<file path="config.mk">
export PLATFORM = sky130hd
export DESIGN_NAME = vei_lerp
export DESIGN_NICKNAME = d
export VERILOG_FILES = /design/src/hdl/vector_easing_interpolator_defines.svh /design/src/hdl/vei_pkg.sv /design/src/hdl/vei_lerp.sv
export SDC_FILE = /design/constraint.sdc
export NUM_CORES = 2
export LEC_CHECK = 0
export BUFFER_PORTS_ARGS = -buffer_cell sky130_fd_sc_hd__buf_4
export CAP_MARGIN = 20
export CELL_PAD_IN_SITES_DETAIL_PLACEMENT = 2
export CELL_PAD_IN_SITES_GLOBAL_PLACEMENT = 2
export CORE_MARGIN = 3
export CORE_UTILIZATION = 39
export CTS_CLUSTER_DIAMETER = 80
export DETAILED_ROUTE_END_ITERATION = 16
export PLACE_DENSITY_LB_ADDON = 0.05
export SETUP_SLACK_MARGIN = 0.2
export SLEW_MARGIN = 20
export SYNTH_ARGS = -nofsm -noshare
export SYNTH_HDL_FRONTEND = slang
export SYNTH_SLANG_ARGS = --single-unit
</file>
<file path="constraint.sdc">
create_clock -name clk -period 7.2 [get_ports clk]
set_clock_uncertainty 0.2 [all_clocks]
set_input_delay 0.72 -clock clk [delete_from_list [all_inputs] [get_ports clk]]
set_output_delay 0.72 -clock clk [all_outputs]
set_load 0.05 [all_outputs]
</file>
<file path="src/hdl/vector_easing_interpolator_defines.svh">
// ----------------------------------------------------------------------------
// vector easing interpolator assertion macros
// shared property forms, sampled on clk and disabled while rst is high
// ----------------------------------------------------------------------------
`ifndef VECTOR_EASING_INTERPOLATOR_DEFINES_SVH
`define VECTOR_EASING_INTERPOLATOR_DEFINES_SVH

// same-cycle implication
`define VEI_ASSERT_IMPL(label, ante, cons) \
  label: assert property (@(posedge clk) disable iff (rst) (ante) |-> (cons)) \
    else $error("vei: same-cycle check failed");

// next-cycle implication
`define VEI_ASSERT_NEXT(label, ante, cons) \
  label: assert property (@(posedge clk) disable iff (rst) (ante) |=> (cons)) \
    else $error("vei: next-cycle check failed");

`endif

</file>
<file path="src/hdl/vei_pkg.sv">
// ----------------------------------------------------------------------------
// vei_pkg
// shared types, constants and table builders of the vector easing interpolator
// ----------------------------------------------------------------------------
`default_nettype none

package vei_pkg;

  localparam int COORD_WIDTH        = 32;
  localparam int PROGRESS_WIDTH     = 18;
  localparam int OP_WIDTH           = 3;
  localparam int MANT_BITS          = 30;
  localparam int TIME_FRAC_BITS_DEF = 14;
  localparam int EXP_TABLE_BITS_DEF = 8;
  localparam int EXP_TABLE_BITS_MAX = 12;

  typedef enum logic [OP_WIDTH-1:0] {
    OP_IN_QUAD    = 3'd0,
    OP_OUT_QUAD   = 3'd1,
    OP_INOUT_QUAD = 3'd2,
    OP_LINEAR     = 3'd3,
    OP_IN_EXPO    = 3'd4,
    OP_OUT_EXPO   = 3'd5,
    OP_INOUT_EXPO = 3'd6
  } op_t;

  typedef struct packed {
    logic signed [PROGRESS_WIDTH-1:0] progress;
    logic        [OP_WIDTH-1:0]       operation;
    logic signed [COORD_WIDTH-1:0]    start_x;
    logic signed [COORD_WIDTH-1:0]    start_y;
    logic signed [COORD_WIDTH-1:0]    start_z;
    logic signed [COORD_WIDTH-1:0]    goal_x;
    logic signed [COORD_WIDTH-1:0]    goal_y;
    logic signed [COORD_WIDTH-1:0]    goal_z;
  } in_item_t;

  typedef struct packed {
    logic signed [COORD_WIDTH-1:0] eased_x;
    logic signed [COORD_WIDTH-1:0] eased_y;
    logic signed [COORD_WIDTH-1:0] eased_z;
  } out_item_t;

  // per-stage load strobes
  typedef struct packed {
    logic s1;
    logic s2;
    logic s3;
    logic s4;
    logic s5;
  } adv_t;

  function automatic logic [63:0] isqrt64(input logic [63:0] v);
    logic [63:0] x;
    logic [63:0] r;
    logic [63:0] b;
    x = v;
    r = '0;
    b = 64'd1 << 62;
    for (int k = 0; k < 32; k++) begin
      if (x >= r + b) begin
        x = x - (r + b);
        r = (r >> 1) + b;
      end else begin
        r = r >> 1;
      end
      b = b >> 2;
    end
    return r;
  endfunction

  // 2^(idx / 2^etb) as q1.30, built from repeated square roots of two
  function automatic logic [63:0] exp_rom_entry(input int idx, input int etb);
    logic [63:0] roots [0:EXP_TABLE_BITS_MAX];
    logic [63:0] acc;
    acc      = 64'd1 << MANT_BITS;
    roots[0] = 64'd2 << MANT_BITS;
    for (int j = 1; j <= EXP_TABLE_BITS_MAX; j++) begin
      roots[j] = isqrt64(roots[j-1] << MANT_BITS);
    end
    for (int i = etb - 1; i >= 0; i--) begin
      if (idx[i]) begin
        acc = (acc * roots[etb-i] + (64'd1 << (MANT_BITS - 1))) >> MANT_BITS;
      end
    end
    return acc;
  endfunction

endpackage

`default_nettype wire

</file>
<file path="src/hdl/vei_lerp.sv">
// ----------------------------------------------------------------------------
// vei_lerp
// one coordinate lane: difference, magnitude times weight, round, add, saturate
// ----------------------------------------------------------------------------
`default_nettype none

module vei_lerp
  import vei_pkg::*;
#(
  parameter int TIME_FRAC_BITS = TIME_FRAC_BITS_DEF
) (
  input  logic                          clk,
  input  adv_t                          adv,
  input  logic signed [COORD_WIDTH-1:0] start,
  input  logic signed [COORD_WIDTH-1:0] goal,
  input  logic        [TIME_FRAC_BITS:0] weight,
  output logic signed [COORD_WIDTH-1:0] eased
);

  localparam int CW = COORD_WIDTH;
  localparam int TW = TIME_FRAC_BITS + 1;
  localparam int PW = CW + 1 + TW;
  localparam logic signed [CW+2:0] MAXV = {{4{1'b0}}, {(CW - 1){1'b1}}};
  localparam logic signed [CW+2:0] MINV = {{4{1'b1}}, {(CW - 1){1'b0}}};

  logic signed [CW-1:0] s1, s2, s3, s4;
  logic signed [CW-1:0] g1;
  logic signed [CW:0]   d2;
  logic        [CW:0]   mag3;
  logic                 neg3, neg4;
  logic        [PW-1:0] prod4;

  always_ff @(posedge clk) begin
    if (adv.s1) begin
      s1 <= start;
      g1 <= goal;
    end
    if (adv.s2) begin
      d2 <= (CW + 1)'(g1) - (CW + 1)'(s1);
      s2 <= s1;
    end
    if (adv.s3) begin
      neg3 <= d2[CW];
      mag3 <= d2[CW] ? (CW + 1)'(-d2) : (CW + 1)'(d2);
      s3   <= s2;
    end
    if (adv.s4) begin
      prod4 <= PW'(mag3) * PW'(weight);
      neg4  <= neg3;
      s4    <= s3;
    end
  end

  // round half away from zero on the magnitude, then apply the sign
  logic        [PW:0]   r_sum;
  logic        [CW:0]   r;
  logic signed [CW+2:0] r_ext;
  logic signed [CW+2:0] sum;

  assign r_sum = {1'b0, prod4} + ((PW + 1)'(1) << (TIME_FRAC_BITS - 1));
  assign r     = r_sum[TIME_FRAC_BITS +: CW + 1];
  assign r_ext = $signed({2'b00, r});
  assign sum   = (CW + 3)'(s4) + (neg4 ? -r_ext : r_ext);

  always_ff @(posedge clk) begin
    if (adv.s5) begin
      if (sum > MAXV) begin
        eased <= MAXV[CW-1:0];
      end else if (sum < MINV) begin
        eased <= MINV[CW-1:0];
      end else begin
        eased <= sum[CW-1:0];
      end
    end
  end

endmodule

`default_nettype wire
</file>
==> impl_metrics.json <==
{
  "synthesis.area_mm2": 0.0298,
  "first_global_vias": 25200,
  "synth-main-ff-cell": "sky130_fd_sc_hd__edfxtp_1",
  "grt_first_pass_wirelength_um": 146000,
  "ff_latch_area_mm2": 0.00883,
  "synth_edf_count": 294,
  "path_clk_slew_ns": 0.07,
  "boundaryPins": 117,
  "num-nets-final": 3739,
  "timing.critical_path.required_ns": 7.31,
  "detail_route.wirelength_um": 92100,
  "critical_path_class": "reg2reg",
  "routabilityCongestion": 0.852,
  "clock_tree.root_cell": "sky130_fd_sc_hd__clkbuf_16",
  "cpPeakStageDelay_ns": 0.56,
  "cp_data_arrival_time_ns": 6.96,
  "yosys.cell_types.count": 72,
  "layout_common_cells": "sky130_fd_sc_hd__inv_1 (455), sky130_fd_sc_hd__fa_1 (398), sky130_fd_sc_hd__nand2_1 (332)",
  "grt_antenna_before_repair": 2,
  "clk_latency_ns": 0.57,
  "timing_worst_slew_pin_value_ns": 1.04,
  "detail_route.vias_per_cell": 5.24,
  "drt.antenna.violating_nets": 0,
  "buffer_ports.inserted": 116,
  "synth_warnings": 0,
  "hp-class": "in2reg",
  "timing.critical_path.to_type": "register",
  "fmax_ghz": 0.146,
  "drtIter0Drc": 877,
  "cts-buffers-inserted": 30,
  "critical-path-top-cell-by-count": "sky130_fd_sc_hd__fa_1",
  "synth_async_sr_flop_share": 0,
  "run_status": "complete, no violations",
  "floorplan.core_area_mm2": 0.0751,
  "grt_usage": 0.235,
  "floorplan.initialDensity": 0.397,
  "final_setup_fails": 0,
  "std_cell_rows": 100,
  "min_period_ns": 6.85,
  "max-clock-path-buffers": 3,
  "die-width_um": 282,
  "syn-instance-count": 2874,
  "cell_depth_of_the_worst_min_delay_path": 1,
  "die_h_um": 282,
  "drt_pre_antenna_iters": 5,
  "reg2reg_depth": 26,
  "max_cap_viol_count": 0,
  "setup.worst_path.start_class": "register",
  "rsz0062_at_grt": "no",
  "diodes": 0,
  "die-area_mm2": 0.0797,
  "dp_hpwl_um": 75100,
  "p_r_area_growth_vs_syn_pct": 14.2,
  "tritoncts_clock_tree": "built",
  "critical-path-slowest-cell": "sky130_fd_sc_hd__fa_1",
  "slew_headroom": 0.308,
  "number_of_h_tree_branching_levels": 1,
  "post_dp_cell_area_mm2": 0.0326,
  "routed-via-count": 21300,
  "sequential_element_share_of_the_synthesized_area": 0.296,
  "drc": 0,
  "cts_num_sinks": 294,
  "drive_above_1_share": 0.130,
  "post_cts_hold_buffer_count": 0,
  "multiInputGateArea_mm2": 0.0190,
  "final_design_area_no_fill_mm2": 0.0340,
  "final_common_cell": "sky130_fd_sc_hd__inv_1",
  "synth_nets": 3535,
  "final_min_period_over_clock_period": 0.951,
  "fillCellCount": 7868,
  "yosys_register_bits": 294,
  "average_routed_wire_per_standard_cell_um": 22.6,
  "hold_vio_cnt_final": 0,
  "pins_over_slew_limit": 0,
  "grt_start_max_net_pins": 68,
  "maximum_net_fanout_on_the_critical_path": 3,
  "grt_remaining_overflow": 0,
  "avgSynthCellArea_um2": 10.4
}
[stage by stage]
stage / worst slack, ns / cells / setup TNS (ns) / utilization / hold slack [ns]
final: 0.349 / 4068 / 0 / 0.453 / 0.124
after floorplan: 0.212 / 2874 / 0 / - / 0.200
after global routing: 0.144 / 4068 / 0 / 0.453 / 0.0864
after detailed placement: -0.402 / 3989 / -3.86 / 0.434 / 0.206
after global placement: -0.191 / 3989 / -0.871 / 0.434 / 0.203
after CTS: 0.207 / 4049 / 0 / 0.448 / 0.0884
[timing repair]
action                     4_1_cts  5_1_grt
setup endpoints to repair       14       52
buffers inserted                 7       17
pin swaps                        9       47
cloned                           0        1
resized for setup               13       55
[cell usage after synthesis, drive strengths merged, types with 13 or more instances]
cell,n,share of area
a31oi,22,0.0046
ha,175,0.074
edfxtp,294,0.30
fa,401,0.27
o21ai,77,0.013
buf,19,0.0035
and2,252,0.053
o21a,26,0.0066
and4,13,0.0038
a21o,65,0.016
and3,15,0.0032
nand2,332,0.042
a21oi,91,0.015
o31ai,15,0.0039
or4,13,0.0037
inv,459,0.058
nand4,20,0.0044
nand3,43,0.0074
o21bai,15,0.0038
nand2b,15,0.0032
xnor2,145,0.043
nor2,81,0.010
a211oi,13,0.0033
nor3,28,0.0050
clkbuf,97,0.012
xor2,45,0.013
[worst max-delay path, delay by kind of cell, from the launching register on]
kind                     cells  cell delay (ns)
flip-flops                   1             0.44
XOR/XNOR                     1             0.08
buffers and inverters        9             0.92
AND/OR/NAND/NOR              4             0.66
AO/OA/AOI/OAI                5             0.88
adder cells (fa/ha/maj)      7             3.40
[routing by layer]
| layer | part of all wire | global-route usage | wire, um | vias up |
|---|---|---|---|---|
| li1 | - | - | - | 9712 |
| met2 | 0.55 | 0.448 | 50400 | 205 |
| met4 | 0.024 | 0.0489 | 2200 | 0 |
| met5 | 0 | 0 | 0 | - |
| met3 | 0.019 | 0.0202 | 1710 | 111 |
| met1 | 0.41 | 0.289 | 37800 | 11300 |
[cell families (layout without fill, tap and decap cells)]
logic type,count (synthesis),in the layout,share of synthesized area
AOI/OAI and AO/OA,378,378,0.0828
xor gates and xnor gates,191,191,0.0566
buffers and inverters,576,801,0.0738
DFF,294,294,0.296
adders and majority gates,576,576,0.343
muxes,3,3,0.00105
and+or+nand+nor,856,856,0.146
[sequential cells by signal, summed over array words and instances, names as in the netlist, 32 cells and up]
| signal | flops |
|---|---|
| s2 | 32 |
| g1 | 32 |
| s4 | 32 |
| d2 | 33 |
| mag3 | 33 |
| eased | 32 |
| s3 | 32 |
| prod4 | 34 |
| s1 | 32 |
[path summary, 6_finish.rpt]
path	start	to	slack (ns)
worst min-delay path	start[5]	s1[5]	0.12
worst max register to register	mag3[7]	prod4[42]	0.35
worst min register to register	s3[10]	s4[10]	0.21
worst max-delay path	mag3[7]	prod4[42]	0.35
[cell type report]
type | instances | share of cell area
Sequential cell | 294 | 0.259
Tap cell | 969 | 0.0356
Clock inverter | 17 | 0.00324
Timing Repair Buffer | 288 | 0.0699
Inverter | 460 | 0.0507
Multi-Input combinational cell | 2004 | 0.558
Clock buffer | 36 | 0.0233
Power is not shown: default switching activity piles up to over one toggle a cycle in this logic, so the estimate is an artifact.
